**config.mk**
```make
export PLATFORM = sky130hd
export DESIGN_NAME = orbit_camera_update
export DESIGN_NICKNAME = d
export VERILOG_FILES = /design/src/hdl/orbc_pkg.sv /design/src/hdl/orbc_smul.sv /design/src/hdl/orbc_cordic.sv /design/src/hdl/orbit_camera_update.sv
export SDC_FILE = /design/constraint.sdc
export NUM_CORES = 2
export LEC_CHECK = 0
export BUFFER_PORTS_ARGS = -buffer_cell sky130_fd_sc_hd__buf_4
export CAP_MARGIN = 20
export CORE_UTILIZATION = 50
export CTS_BUF_LIST = sky130_fd_sc_hd__clkbuf_8
export CTS_CLUSTER_SIZE = 24
export DETAILED_ROUTE_END_ITERATION = 7
export HOLD_SLACK_MARGIN = 0.08
export PLACE_DENSITY = 0.68
export SYNTH_ARGS = -nofsm -noshare
export SYNTH_HDL_FRONTEND = slang
export SYNTH_SLANG_ARGS = --single-unit
export TNS_END_PERCENT = 10
```
**constraint.sdc**
```tcl
create_clock -name clk_i -period 17.1 [get_ports clk_i]
set_clock_uncertainty 0.1 [all_clocks]
set_input_delay 1.71 -clock clk_i [delete_from_list [all_inputs] [get_ports clk_i]]
set_output_delay 1.71 -clock clk_i [all_outputs]
set_load 0.05 [all_outputs]
```
**src/hdl/orbc_pkg.sv**
```systemverilog
// ----------------------------------------------------------------------------
// Orbit camera package
// Widths, fixed-point constants and small helpers shared by the orbit camera
// datapath, its serial multiplier and its CORDIC unit.
// ----------------------------------------------------------------------------
package orbc_pkg;

  localparam int ANG_W    = 20;  // Q3.16 radians
  localparam int CORDIC_W = 20;  // CORDIC x, y, z working width
  localparam int TRIG_W   = 18;  // Q1.16 sine and cosine, range +-1.0
  localparam int OFF_W    = 18;  // rounded offset from target, Q9.8
  localparam int COORD_W  = 32;  // Q23.8 coordinates
  localparam int DIST_W   = 16;  // Q8.8 distance
  localparam int DELTA_W  = 16;
  localparam int TIME_W   = 16;
  localparam int ATAN_IW  = 5;   // index into the arctangent table

  localparam int MUL_AW = 35;
  localparam int MUL_BW = 18;
  localparam int MUL_PW = MUL_AW + MUL_BW;

  localparam int ANG_PI      = 205887;
  localparam int ANG_TWO_PI  = 411774;
  localparam int ANG_HALF_PI = 102944;
  localparam int PITCH_LIMIT = 99667;
  localparam int CORDIC_GAIN = 39797;
  localparam int TRIG_ONE    = 65536;
  localparam int DIST_RESET  = 1280;

  typedef logic signed [ANG_W-1:0]    angle_t;
  typedef logic signed [TRIG_W-1:0]   trig_t;
  typedef logic signed [COORD_W-1:0]  coord_t;

  // Q16 arctangent of 2^-idx, rounded to nearest
  function automatic logic signed [CORDIC_W-1:0] atan_q16(input logic [ATAN_IW-1:0] idx);
    logic [15:0] v;
    case (idx)
      5'd0:    v = 16'd51472;
      5'd1:    v = 16'd30386;
      5'd2:    v = 16'd16055;
      5'd3:    v = 16'd8150;
      5'd4:    v = 16'd4091;
      5'd5:    v = 16'd2047;
      5'd6:    v = 16'd1024;
      5'd7:    v = 16'd512;
      5'd8:    v = 16'd256;
      5'd9:    v = 16'd128;
      5'd10:   v = 16'd64;
      5'd11:   v = 16'd32;
      5'd12:   v = 16'd16;
      5'd13:   v = 16'd8;
      5'd14:   v = 16'd4;
      5'd15:   v = 16'd2;
      5'd16:   v = 16'd1;
      default: v = 16'd0;
    endcase
    return $signed({{(CORDIC_W-16){1'b0}}, v});
  endfunction

  // floor(delta * dt / 4), clamped to +-pi
  function automatic angle_t angle_step(input logic signed [32:0] p);
    logic signed [32:0] q;
    angle_t r;
    q = p >>> 2;
    if (q > ANG_PI) begin
      r = ANG_W'(ANG_PI);
    end else if (q < -ANG_PI) begin
      r = ANG_W'(-ANG_PI);
    end else begin
      r = q[ANG_W-1:0];
    end
    return r;
  endfunction

  // clamp a 33-bit sum to the signed 32-bit range
  function automatic coord_t sat_coord(input logic signed [COORD_W:0] v);
    coord_t r;
    if (v[COORD_W] != v[COORD_W-1]) begin
      r = v[COORD_W] ? {1'b1, {(COORD_W-1){1'b0}}} : {1'b0, {(COORD_W-1){1'b1}}};
    end else begin
      r = v[COORD_W-1:0];
    end
    return r;
  endfunction

endpackage

```
**src/hdl/orbc_smul.sv**
```systemverilog
// ----------------------------------------------------------------------------
// Orbit camera serial multiplier
// Signed shift-add multiplier: one bit of the multiplier per cycle, the sign
// bit last and subtracted; done pulses once the product is complete.
// ----------------------------------------------------------------------------
module orbc_smul (
  input  logic                                 clk_i,
  input  logic                                 rst_ni,
  input  logic                                 start_i,
  input  logic signed [orbc_pkg::MUL_AW-1:0]   a_i,
  input  logic signed [orbc_pkg::MUL_BW-1:0]   b_i,
  output logic                                 done_o,
  output logic        [orbc_pkg::MUL_PW-1:0]   p_o
);
  import orbc_pkg::*;

  localparam int CNT_W = $clog2(MUL_BW);

  logic                run_q, done_q;
  logic [CNT_W-1:0]    cnt_q;
  logic [MUL_PW-1:0]   a_q, acc_q, acc_d, addend;
  logic [MUL_BW-1:0]   b_q;
  logic                last;

  assign last   = (cnt_q == CNT_W'(MUL_BW-1));
  assign addend = b_q[0] ? a_q : '0;
  assign acc_d  = last ? acc_q - addend : acc_q + addend;

  always_ff @(posedge clk_i or negedge rst_ni) begin
    if (!rst_ni) begin
      run_q  <= 1'b0;
      done_q <= 1'b0;
      cnt_q  <= '0;
    end else begin
      done_q <= 1'b0;
      if (start_i) begin
        run_q <= 1'b1;
        cnt_q <= '0;
      end else if (run_q) begin
        cnt_q <= cnt_q + 1'b1;
        if (last) begin
          run_q  <= 1'b0;
          done_q <= 1'b1;
        end
      end
    end
  end

  always_ff @(posedge clk_i) begin
    if (start_i) begin
      a_q   <= MUL_PW'(a_i);
      b_q   <= b_i;
      acc_q <= '0;
    end else if (run_q) begin
      acc_q <= acc_d;
      a_q   <= a_q << 1;
      b_q   <= b_q >> 1;
    end
  end

  assign done_o = done_q;
  assign p_o    = acc_q;

endmodule

```
**src/hdl/orbc_cordic.sv**
```systemverilog
// ----------------------------------------------------------------------------
// Orbit camera CORDIC
// Rotation-mode CORDIC, one micro-rotation per cycle, with a quadrant fold
// on entry and negation plus a +-1.0 clamp on the way out.
// ----------------------------------------------------------------------------
module orbc_cordic #(
  parameter int STEPS = 16
) (
  input  logic                  clk_i,
  input  logic                  rst_ni,
  input  logic                  start_i,
  input  orbc_pkg::angle_t      angle_i,
  output logic                  done_o,
  output orbc_pkg::trig_t       sin_o,
  output orbc_pkg::trig_t       cos_o
);
  import orbc_pkg::*;

  logic                         run_q, done_q;
  logic [ATAN_IW-1:0]           i_q;
  logic signed [CORDIC_W-1:0]   x_q, y_q, z_q, x_d, y_d, z_d, xs, ys, at, z0;
  logic signed [CORDIC_W-1:0]   xf, yf;
  logic                         neg_q, neg0, last;

  assign last = (i_q == ATAN_IW'(STEPS-1));

  // fold angles beyond a quarter turn back by pi
  always_comb begin
    z0   = CORDIC_W'(angle_i);
    neg0 = 1'b0;
    if (angle_i > ANG_HALF_PI) begin
      z0   = CORDIC_W'(angle_i) - CORDIC_W'(ANG_PI);
      neg0 = 1'b1;
    end else if (angle_i < -ANG_HALF_PI) begin
      z0   = CORDIC_W'(angle_i) + CORDIC_W'(ANG_PI);
      neg0 = 1'b1;
    end
  end

  always_comb begin
    xs = x_q >>> i_q;
    ys = y_q >>> i_q;
    at = atan_q16(i_q);
    if (!z_q[CORDIC_W-1]) begin
      x_d = x_q - ys;
      y_d = y_q + xs;
      z_d = z_q - at;
    end else begin
      x_d = x_q + ys;
      y_d = y_q - xs;
      z_d = z_q + at;
    end
  end

  always_ff @(posedge clk_i or negedge rst_ni) begin
    if (!rst_ni) begin
      run_q  <= 1'b0;
      done_q <= 1'b0;
      i_q    <= '0;
    end else begin
      done_q <= 1'b0;
      if (start_i) begin
        run_q <= 1'b1;
        i_q   <= '0;
      end else if (run_q) begin
        i_q <= i_q + 1'b1;
        if (last) begin
          run_q  <= 1'b0;
          done_q <= 1'b1;
        end
      end
    end
  end

  always_ff @(posedge clk_i) begin
    if (start_i) begin
      x_q   <= CORDIC_W'(CORDIC_GAIN);
      y_q   <= '0;
      z_q   <= z0;
      neg_q <= neg0;
    end else if (run_q) begin
      x_q <= x_d;
      y_q <= y_d;
      z_q <= z_d;
    end
  end

  always_comb begin
    xf = neg_q ? -x_q : x_q;
    yf = neg_q ? -y_q : y_q;
    if (xf > TRIG_ONE) begin
      cos_o = TRIG_W'(TRIG_ONE);
    end else if (xf < -TRIG_ONE) begin
      cos_o = TRIG_W'(-TRIG_ONE);
    end else begin
      cos_o = xf[TRIG_W-1:0];
    end
    if (yf > TRIG_ONE) begin
      sin_o = TRIG_W'(TRIG_ONE);
    end else if (yf < -TRIG_ONE) begin
      sin_o = TRIG_W'(-TRIG_ONE);
    end else begin
      sin_o = yf[TRIG_W-1:0];
    end
  end

  assign done_o = done_q;

endmodule

```
**src/hdl/orbit_camera_update.sv**
```systemverilog
// ----------------------------------------------------------------------------
// Orbit camera update
// Turns pointer movement into yaw and pitch, and places a third-person
// camera on a sphere round the target.
// ----------------------------------------------------------------------------
// One word in gives one word out. Yaw and pitch live inside the block and
// are cleared by reset; orbit distance is written through cfg_we_i while the
// block is idle, which the user must keep to as the block itself does not
// enforce it, and resets to 5.0. A word is taken only in the idle state, so
// the next word waits until the last one is through. The six products (two
// angle steps, d*cos(pitch), its products with cos and sin of yaw,
// d*sin(pitch)) share one bit-serial multiplier; the sine and cosine of both
// angles come from one iterative CORDIC; then come the coordinate sums and
// the output load. A finished result sits in the output register, so the
// next word is taken while it waits; a result side that stalls until that
// word is done holds it in its last state until the register frees.
// ----------------------------------------------------------------------------
module orbit_camera_update #(
  parameter int CORDIC_STEPS = 16
) (
  input  logic          clk_i,
  input  logic          rst_ni,
  input  logic          cfg_we_i,
  input  logic [15:0]   cfg_wdata_i,    // orbit_distance
  input  logic          s_axis_tvalid,
  output logic          s_axis_tready,
  // pointer_dx, pointer_dy, frame_time, target_x, target_y, target_z
  input  logic [143:0]  s_axis_tdata,
  output logic          m_axis_tvalid,
  input  logic          m_axis_tready,
  // cam_x, cam_y, cam_z, look_x, look_y, look_z
  output logic [191:0]  m_axis_tdata
);
  import orbc_pkg::*;

  localparam logic [3:0] S_IDLE  = 4'd0;
  localparam logic [3:0] S_MUL_H = 4'd1;
  localparam logic [3:0] S_MUL_V = 4'd2;
  localparam logic [3:0] S_COR_Y = 4'd3;
  localparam logic [3:0] S_COR_P = 4'd4;
  localparam logic [3:0] S_MUL_R = 4'd5;
  localparam logic [3:0] S_MUL_X = 4'd6;
  localparam logic [3:0] S_MUL_Z = 4'd7;
  localparam logic [3:0] S_MUL_Y = 4'd8;
  localparam logic [3:0] S_SUM   = 4'd9;
  localparam logic [3:0] S_OUT   = 4'd10;

  localparam logic [MUL_PW-1:0] HALF_Q32 = {{(MUL_PW-32){1'b0}}, 1'b1, 31'b0};
  localparam logic [MUL_PW-1:0] HALF_Q16 = {{(MUL_PW-16){1'b0}}, 1'b1, 15'b0};

  logic [3:0]                 state_q;
  logic [DIST_W-1:0]          dist_q;
  angle_t                     yaw_q, pitch_q, yaw_d, pitch_d, step;
  logic signed [ANG_W:0]      yaw_sum, pitch_sum;
  logic                       out_valid_q, in_fire, load_out;
  logic                       mul_go_q, mul_done, cor_go_q, cor_done;
  logic signed [MUL_AW-1:0]   mul_a_q;
  logic signed [MUL_BW-1:0]   mul_b_q;
  logic [MUL_PW-1:0]          mul_p, rnd32, rnd16;
  angle_t                     cor_ang_q;
  trig_t                      cor_sin, cor_cos, sy_q, cy_q, sp_q;
  logic signed [DELTA_W-1:0]  dv_q;
  logic [TIME_W-1:0]          dt_q;
  coord_t                     tx_q, ty_q, tz_q, camx_q, camy_q, camz_q;
  coord_t                     lookx, looky, lookz;
  logic signed [33:0]         rxz_q;
  logic signed [OFF_W-1:0]    ox_q, oy_q, oz_q;
  logic [191:0]               out_data_q;

  orbc_smul u_smul (
    .clk_i   (clk_i),
    .rst_ni  (rst_ni),
    .start_i (mul_go_q),
    .a_i     (mul_a_q),
    .b_i     (mul_b_q),
    .done_o  (mul_done),
    .p_o     (mul_p)
  );

  orbc_cordic #(
    .STEPS (CORDIC_STEPS)
  ) u_cordic (
    .clk_i   (clk_i),
    .rst_ni  (rst_ni),
    .start_i (cor_go_q),
    .angle_i (cor_ang_q),
    .done_o  (cor_done),
    .sin_o   (cor_sin),
    .cos_o   (cor_cos)
  );

  assign s_axis_tready = (state_q == S_IDLE);
  assign in_fire       = s_axis_tvalid && s_axis_tready;
  assign load_out      = (state_q == S_OUT) && (!out_valid_q || m_axis_tready);

  assign rnd32 = mul_p + HALF_Q32;
  assign rnd16 = mul_p + HALF_Q16;

  // wrap yaw into [-pi, pi), clamp pitch short of straight up or down
  always_comb begin
    step      = angle_step(mul_p[32:0]);
    yaw_sum   = (ANG_W+1)'(yaw_q) + (ANG_W+1)'(step);
    pitch_sum = (ANG_W+1)'(pitch_q) - (ANG_W+1)'(step);
    if (yaw_sum >= ANG_PI) begin
      yaw_d = ANG_W'(yaw_sum - (ANG_W+1)'(ANG_TWO_PI));
    end else if (yaw_sum < -ANG_PI) begin
      yaw_d = ANG_W'(yaw_sum + (ANG_W+1)'(ANG_TWO_PI));
    end else begin
      yaw_d = yaw_sum[ANG_W-1:0];
    end
    if (pitch_sum > PITCH_LIMIT) begin
      pitch_d = ANG_W'(PITCH_LIMIT);
    end else if (pitch_sum < -PITCH_LIMIT) begin
      pitch_d = ANG_W'(-PITCH_LIMIT);
    end else begin
      pitch_d = pitch_sum[ANG_W-1:0];
    end
  end

  assign lookx = sat_coord((COORD_W+1)'(tx_q) - (COORD_W+1)'(camx_q));
  assign looky = sat_coord((COORD_W+1)'(ty_q) - (COORD_W+1)'(camy_q));
  assign lookz = sat_coord((COORD_W+1)'(tz_q) - (COORD_W+1)'(camz_q));

  always_ff @(posedge clk_i or negedge rst_ni) begin
    if (!rst_ni) begin
      state_q     <= S_IDLE;
      dist_q      <= DIST_W'(DIST_RESET);
      yaw_q       <= '0;
      pitch_q     <= '0;
      out_valid_q <= 1'b0;
      mul_go_q    <= 1'b0;
      cor_go_q    <= 1'b0;
    end else begin
      mul_go_q <= 1'b0;
      cor_go_q <= 1'b0;
      if (cfg_we_i) begin
        dist_q <= cfg_wdata_i;
      end
      if (load_out) begin
        out_valid_q <= 1'b1;
      end else if (m_axis_tready) begin
        out_valid_q <= 1'b0;
      end
      unique case (state_q)
        S_IDLE: begin
          if (in_fire) begin
            mul_go_q <= 1'b1;
            state_q  <= S_MUL_H;
          end
        end
        S_MUL_H: begin
          if (mul_done) begin
            yaw_q    <= yaw_d;
            mul_go_q <= 1'b1;
            state_q  <= S_MUL_V;
          end
        end
        S_MUL_V: begin
          if (mul_done) begin
            pitch_q  <= pitch_d;
            cor_go_q <= 1'b1;
            state_q  <= S_COR_Y;
          end
        end
        S_COR_Y: begin
          if (cor_done) begin
            cor_go_q <= 1'b1;
            state_q  <= S_COR_P;
          end
        end
        S_COR_P: begin
          if (cor_done) begin
            mul_go_q <= 1'b1;
            state_q  <= S_MUL_R;
          end
        end
        S_MUL_R: begin
          if (mul_done) begin
            mul_go_q <= 1'b1;
            state_q  <= S_MUL_X;
          end
        end
        S_MUL_X: begin
          if (mul_done) begin
            mul_go_q <= 1'b1;
            state_q  <= S_MUL_Z;
          end
        end
        S_MUL_Z: begin
          if (mul_done) begin
            mul_go_q <= 1'b1;
            state_q  <= S_MUL_Y;
          end
        end
        S_MUL_Y: begin
          if (mul_done) begin
            state_q <= S_SUM;
          end
        end
        S_SUM: begin
          state_q <= S_OUT;
        end
        S_OUT: begin
          if (load_out) begin
            state_q <= S_IDLE;
          end
        end
        default: begin
          state_q <= S_IDLE;
        end
      endcase
    end
  end

  always_ff @(posedge clk_i) begin
    case (state_q)
      S_IDLE: begin
        if (in_fire) begin
          dv_q    <= $signed(s_axis_tdata[31:16]);
          dt_q    <= s_axis_tdata[47:32];
          tx_q    <= $signed(s_axis_tdata[79:48]);
          ty_q    <= $signed(s_axis_tdata[111:80]);
          tz_q    <= $signed(s_axis_tdata[143:112]);
          mul_a_q <= $signed({{(MUL_AW-TIME_W){1'b0}}, s_axis_tdata[47:32]});
          mul_b_q <= MUL_BW'($signed(s_axis_tdata[15:0]));
        end
      end
      S_MUL_H: begin
        if (mul_done) begin
          mul_a_q <= $signed({{(MUL_AW-TIME_W){1'b0}}, dt_q});
          mul_b_q <= MUL_BW'(dv_q);
        end
      end
      S_MUL_V: begin
        if (mul_done) begin
          cor_ang_q <= yaw_q;
        end
      end
      S_COR_Y: begin
        if (cor_done) begin
          sy_q      <= cor_sin;
          cy_q      <= cor_cos;
          cor_ang_q <= pitch_q;
        end
      end
      S_COR_P: begin
        if (cor_done) begin
          sp_q    <= cor_sin;
          mul_a_q <= $signed({{(MUL_AW-DIST_W){1'b0}}, dist_q});
          mul_b_q <= MUL_BW'(cor_cos);
        end
      end
      S_MUL_R: begin
        if (mul_done) begin
          rxz_q   <= $signed(mul_p[33:0]);
          mul_a_q <= MUL_AW'($signed(mul_p[33:0]));
          mul_b_q <= MUL_BW'(cy_q);
        end
      end
      S_MUL_X: begin
        if (mul_done) begin
          ox_q    <= $signed(rnd32[32+OFF_W-1:32]);
          mul_a_q <= MUL_AW'(rxz_q);
          mul_b_q <= MUL_BW'(sy_q);
        end
      end
      S_MUL_Z: begin
        if (mul_done) begin
          oz_q    <= $signed(rnd32[32+OFF_W-1:32]);
          mul_a_q <= $signed({{(MUL_AW-DIST_W){1'b0}}, dist_q});
          mul_b_q <= MUL_BW'(sp_q);
        end
      end
      S_MUL_Y: begin
        if (mul_done) begin
          oy_q <= $signed(rnd16[16+OFF_W-1:16]);
        end
      end
      S_SUM: begin
        camx_q <= sat_coord((COORD_W+1)'(tx_q) + (COORD_W+1)'(ox_q));
        camy_q <= sat_coord((COORD_W+1)'(ty_q) + (COORD_W+1)'(oy_q));
        camz_q <= sat_coord((COORD_W+1)'(tz_q) + (COORD_W+1)'(oz_q));
      end
      S_OUT: begin
        if (load_out) begin
          out_data_q <= {lookz, looky, lookx, camz_q, camy_q, camx_q};
        end
      end
      default: begin
      end
    endcase
  end

  assign m_axis_tvalid = out_valid_q;
  assign m_axis_tdata  = out_data_q;

endmodule
```
======== Yosys cells after proc, flatten, opt, wreduce, memory -nomap -nowiden ========
Memories as Yosys holds them, arrays and structs flattened.
Index checks and enable logic that the tools add are counted.
word-level totals
  register bits ........................... 893
  ROM bits ................................ 512
  word-level logic and storage cells ...... 221
  memories kept ........................... 1
memory list
  memory           words  width  rd ports  clocked after Yosys merged registers in  wr ports  RTL line        RTL
  (no name shown)  32     16     1         0                                        0         orbc_pkg.sv:37  case (idx)
cells by class
  $add $sub $neg .......................... 26
  order comparisons ....................... 12
  eq/ne operators ......................... 28
  shifts and indexed selects .............. 2
  mux-type cells .......................... 89
  reduce and logical (&&, ||, !) cells .... 24
operators with widths
  operator                  count
  $mux W32                  12
  $mux W20                  17
  $mux W18                  12
  $mux W53                  4
  $mux W35                  6
  $pmux W35 S6              1
  $pmux W18 S6              1
  $add A32 B18 Y33          3
  $sub A32 B32 Y33          3
  $gt A20 B18 Y1 const B    3
  $add A53 B53 Y53          1
  $sub A53 B53 Y53          1
  $add A50 B32 Y50 const B  1
  $pmux W4 S11              1
  $add A20 B20 Y20          2
  $lt A20 B17 Y1 const B    2
  $mux W4                   10
  $neg A20 Y20              2
  $pmux W20 S2              1
  $sshr A20 B5 Y20          2
  $sub A20 B20 Y20          2
  $add A34 B16 Y34 const B  1
  $gt A31 B19 Y1 const B    1
  $lt A31 B19 Y1 const B    1
  other kinds (38)          91

======== Logic depth before layout (Yosys ltp) ========
  depth in word-level cells ............... 7
  mapped depth ............................ 29
  gate-level depth less buffers ........... 25

======== Cells and area by module ========
Synthesis repeated with hierarchy kept, for this count alone.
unflattened totals
  cell total of the unflattened synthesis .. 5792
  area total of the unflattened synthesis .. 58626.2 um^2
modules (own cells, without submodules)
  module               instances  cells an instance  area an instance (um^2)  sequential area each (um^2)
  orbit_camera_update  1          3289               38137.8                  20497.2
  orbc_cordic          1          1392               10855.4                  1606.5
  orbc_smul            1          1111               9633.0                   3368.2

======== Worst setup path before layout ========
Ideal clock, no wire load.
  path type ............................... input port to flip-flop
  from .................................... input port m_axis_tready
  to ...................................... register out_data_q[0] (netlist: m_axis_tdata[0]) (enable)
  library setup time ...................... 979 ps
  data arrival time ....................... 14682 ps
  required time ........................... 16021 ps
  path slack .............................. 1339 ps
  stages .................................. 2
  buffers on the path ..................... 0
  cells stage by stage .................... nor2b_1 -> nor3_1
on the way
  word-level cells in the longest chain between the ends .. 3
RTL lines
  item                         RTL line                    RTL
  start, declared              orbit_camera_update.sv:30   input logic m_axis_tready,
  $logic_or A1 B1 Y1           orbit_camera_update.sv:94   assign load_out = (state_q == S_OUT) && (!out_valid_q || m_axis_tready);
  $logic_and A1 B1 Y1          orbit_camera_update.sv:94
  named net load_out           orbit_camera_update.sv:55   logic out_valid_q, in_fire, load_out;
  $reduce_and A2 Y1 (no line)  n/a
  end signal, assigned         orbit_camera_update.sv:286  out_data_q <= {lookz, looky, lookx, camz_q, camy_q, camx_q};
  end, declared                orbit_camera_update.sv:68   logic [191:0] out_data_q;
The timed path passes the listed nets, and every way through them passes these cells.
A chain may end at the register's enable or synchronous reset.

======== Final worst setup path ========
  from .................................... register u_smul.acc_q[32] (netlist: u_smul.p_o[32])
  to ...................................... register pitch_q[12]
on the way
  word-level cells in the longest chain between the ends .. 7
RTL lines
  item                    RTL line                    RTL
  start, declared         orbc_smul.sv:21             logic [MUL_PW-1:0] a_q, acc_q, acc_d, addend;
  start signal, assigned  orbc_smul.sv:53             acc_q <= '0;
  start signal, assigned  orbc_smul.sv:55             acc_q <= acc_d;
  $lt A31 B19 Y1          orbc_pkg.sv:67              end else if (q < -ANG_PI) begin
  $mux W20                orbc_pkg.sv:67
  $mux W20 *              orbc_pkg.sv:65              if (q > ANG_PI) begin
  $sub A20 B20 Y21 *      orbit_camera_update.sv:103  pitch_sum = (ANG_W+1)'(pitch_q) - (ANG_W+1)'(step);
  $lt A21 B18 Y1          orbit_camera_update.sv:113  end else if (pitch_sum < -PITCH_LIMIT) begin
  $mux W20                orbit_camera_update.sv:113
  $mux W20 *              orbit_camera_update.sv:111  if (pitch_sum > PITCH_LIMIT) begin
  end signal, assigned    orbit_camera_update.sv:160  pitch_q <= pitch_d;
  end, declared           orbit_camera_update.sv:53   angle_t yaw_q, pitch_q, yaw_d, pitch_d, step;
Mark *: on every way between the ends. The rest lies on a longest branch, timed or not.

==> run_results.csv <==
group,metric,value,unit
cts,cts_tree,"yes",
pwr,power_switching,5.517,mW
yosys,synth-edff-count,719,
timing,fin_tns_setup,0,ps
detailed_routing,viasPerCell,6.013,
die,initial_core_util,0.5039,
cts,cts_resized,0,
min_path,hold_path_class,"reg2reg",
critical_path,crit_path_start,"u_smul.p_o[32]",
cts,cts_root_buf,"clkbuf_8",
timing,whs,339.0,ps
cts,cts_buffers,158,
yosys,synth-main-ff-cell,"edfxtp_1",
die,rows,124,
yosys,synth_top_area_frac,0.3752,
detailed_routing,drc,0,
critical_path,arrival,7950,ps
pwr,sequentialPowerShare,0.268,
pwr,internal-power,6.656,mW
timing,rsz0062_at_grt,"false",
cells_and_area,area_growth,12.88,%
critical_path,endpoint_kind,"register",
grt,grt_max_degree,75,
yosys,synth_cells,5681,
cts,clkSinkCount,886,
timing,period_needed,7282,ps
cts,cts_buffer_depth,3,
yosys,syn_area,57540,µm²
yosys,postSynthRegisterBits,886,
cts,clkTransAtPathRegs,60,ps
yosys,synthArstFlopShare,0.08691,
critical_path,cp_max_fo,13,
cells_and_area,drive_above_1_share,0.1384,
yosys,synth_area_leaders,"edfxtp_1, ha_1, a21oi_1",
yosys,synth_largest_area_cell,"edfxtp_1",
flow_run,drv_cap,0,
place,dpl_cell_area,61780,µm²
pwr,power_frac_comb,0.569,
die,io_pins,359,
grt,grt_pass1_vias,43810,
critical_path,crit_required,17770,ps
critical_path,timing.rr.end,"pitch_q[12]",
detailed_routing,drt_iter0_markers,4094,
cts,cts_hold_buf,0,
pwr,irDropWorstVdd,0.0002120,V
grt,grt_pass1_wl,250.9,mm
detailed_routing,antenna_left,0,
critical_path,r2r_start,"u_smul.p_o[32]",
pwr,leakagePower,25.95,nW
pwr,power.density,187.4,nW/µm²
timing,post-route-period-util,0.4258,
timing,setup_viol,0,
detailed_routing,first_pass_iters,7,
critical_path,path_class,"reg2reg",
place,gp_congestion,0.9452,
timing,fmax,137.3,MHz
critical_path,cp-start-kind,"register",
die,fp.coreArea,114200,µm²
grt,grt_overflow_total,0,
grt,antenna_found_initial,11,
detailed_routing,avgRoutedWirePerCell,21.42,µm
die,dieArea,116400,µm²
grt,grt_usage,0.2757,
timing,relSlewSlack,0.2431,
cells_and_area,nNetsFinal,6564,
place,portBuffers,358,
critical_path,reg2reg_setup_slack,9820,ps
pwr,p_total,12.17,mW
cts,insertion_delay,900,ps
cts,cts-htree-levels,4,
timing,finalHoldViolations,0,
yosys,ys_warn_count,0,
cells_and_area,postLayoutCellArea,64950,µm²
pwr,p_sw_frac,0.4532,
min_path,hold_depth,0,
critical_path,cp-endpoint,"pitch_q[12]",
die,die_height,341.2,µm
timing,tightest_slew,1127,ps
place,hpwl,122.3,mm
yosys,yosysSeqAreaShare,0.4400,
yosys,avgSynthCellArea,10.13,µm²
cts,post_cts_buffers,0,
yosys,synth_cell_types,100,
timing,maxSlewViolCount,0,
detailed_routing,vias,46120,
die,die_x,341.2,µm
status,status,"finished, final reports clean",
critical_path,reg2reg_depth,18,
yosys,synthesis.nets,6226,
pwr,clock_power_share,0.163,
detailed_routing,postRouteWirelength,164.3,mm
## power groups by stage
stage	combinational [mW]	clock (mW)	sequential [mW]
after detailed placement	6.77	0	3.29
after CTS	6.83	2.03	3.25
after floorplan	5.39	0	3.03
after global placement	6.71	0	3.27
after global routing	7.64	2.11	3.30
final	6.92	1.99	3.26
## state kept, by name, summed over array words and instances (netlist names), 34 cells and up
name	count
mul_a_q	34
m_axis_tdata	192
u_smul.p_o	50
u_smul.a_q	50
rxz_q	34
## cell type report
cell class / count / area (µm²)
Multi-Input combinational cell: 4259 / 30290
Sequential cell: 886 / 25330
Inverter: 286 / 1074
Tap cell: 1512 / 1892
Timing Repair Buffer: 428 / 3226
Fill cell: 10030 / 49240
Clock buffer: 173 / 2381
Clock inverter: 118 / 740.7
Antenna cell: 7 / 17.52
## worst max-delay path, stage by stage (launching register included)
cell	delay (ps)
dfxtp_1	690
ha_1	380
nand2_1	180
a2111oi_0	720
xnor2_1	490
nand2_1	220
and2_1	280
ha_1	280
nor2b_1	150
o31a_1	310
o31ai_1	480
a21oi_1	270
o21ai_0	200
or3b_2	450
a32oi_1	310
nand2_1	90
o211ai_1	750
a21oi_1	380
a221o_1	410
## worst min-delay path by stage
stage / from / endpoint / slack (ps)
floorplan: camx_q[10] / m_axis_tdata[10] / 330
global placement: camx_q[20] / m_axis_tdata[20] / 330
detailed placement: camx_q[8] / m_axis_tdata[8] / 340
CTS: camy_q[12] / m_axis_tdata[44] / 330
global route: camy_q[12] / m_axis_tdata[44] / 340
finish: camy_q[12] / m_axis_tdata[44] / 340
## synth_stat cells, drive strengths merged, types with 76 or more instances
cell type	instances
edfxtp	719
a21oi	485
nor2	431
nand2	401
ha	368
o21ai	341
inv	283
xnor2	243
clkbuf	207
xor2	198
a21o	125
nor3	118
nand3	112
mux2	100
dfxtp	90
nand2b	76
## metal layers
metal	up-vias	part of all wire	track usage
met2	1615	0.47	0.4528
met4	10	0.028	0.09240
met5	-	0.00037	0
met3	294	0.071	0.04778
met1	22190	0.43	0.3683
li1	22010	-	-
## layout by cell type, fill, tap and decap left out, types with 42 or more instances in the layout
cell type,synthesis,routed
mux2_2,100,100
edfxtp_1,719,719
nand2_1,401,401
nor3_1,118,110
or3_1,42,42
mux2i_1,72,72
buf_4,1,425
inv_1,283,334
nand3_1,112,112
o21ai_0,337,337
dfrtp_1,75,71
nor2b_1,48,48
a211oi_1,62,62
clkbuf_8,0,173
a31oi_1,60,60
nand4_1,46,46
a21oi_1,484,482
o21a_1,75,75
a22oi_1,52,52
ha_1,368,368
o211ai_1,54,54
dfxtp_1,90,90
mux4_2,42,42
maj3_1,63,63
nor2_1,431,425
xor2_1,198,198
xnor2_1,243,243
nand2b_1,76,76
o31ai_1,59,59
and2_1,47,46
a21o_1,125,125
## logic make-up after synthesis
kind of cell | count (synthesis) | share of synthesized area
AOI/OAI and AO/OA | 1666 | 0.1887
and+or+nand+nor | 1495 | 0.1247
DFF | 886 | 0.4400
buffers and inverters | 536 | 0.03575
adders and majority gates | 443 | 0.09515
xor gates and xnor gates | 441 | 0.06712
muxes | 214 | 0.04853
## stage by stage
step,cells,setup WS (ps),util
floorplan,5681,1339,-
global placement,7367,10070,0.5410
detailed placement,7368,9940,0.5410
CTS,7659,9909,0.5683
global route,7667,9262,0.5688
finish,7669,9818,0.5688
No activity file was read; power rests on OpenSTA's default activity.
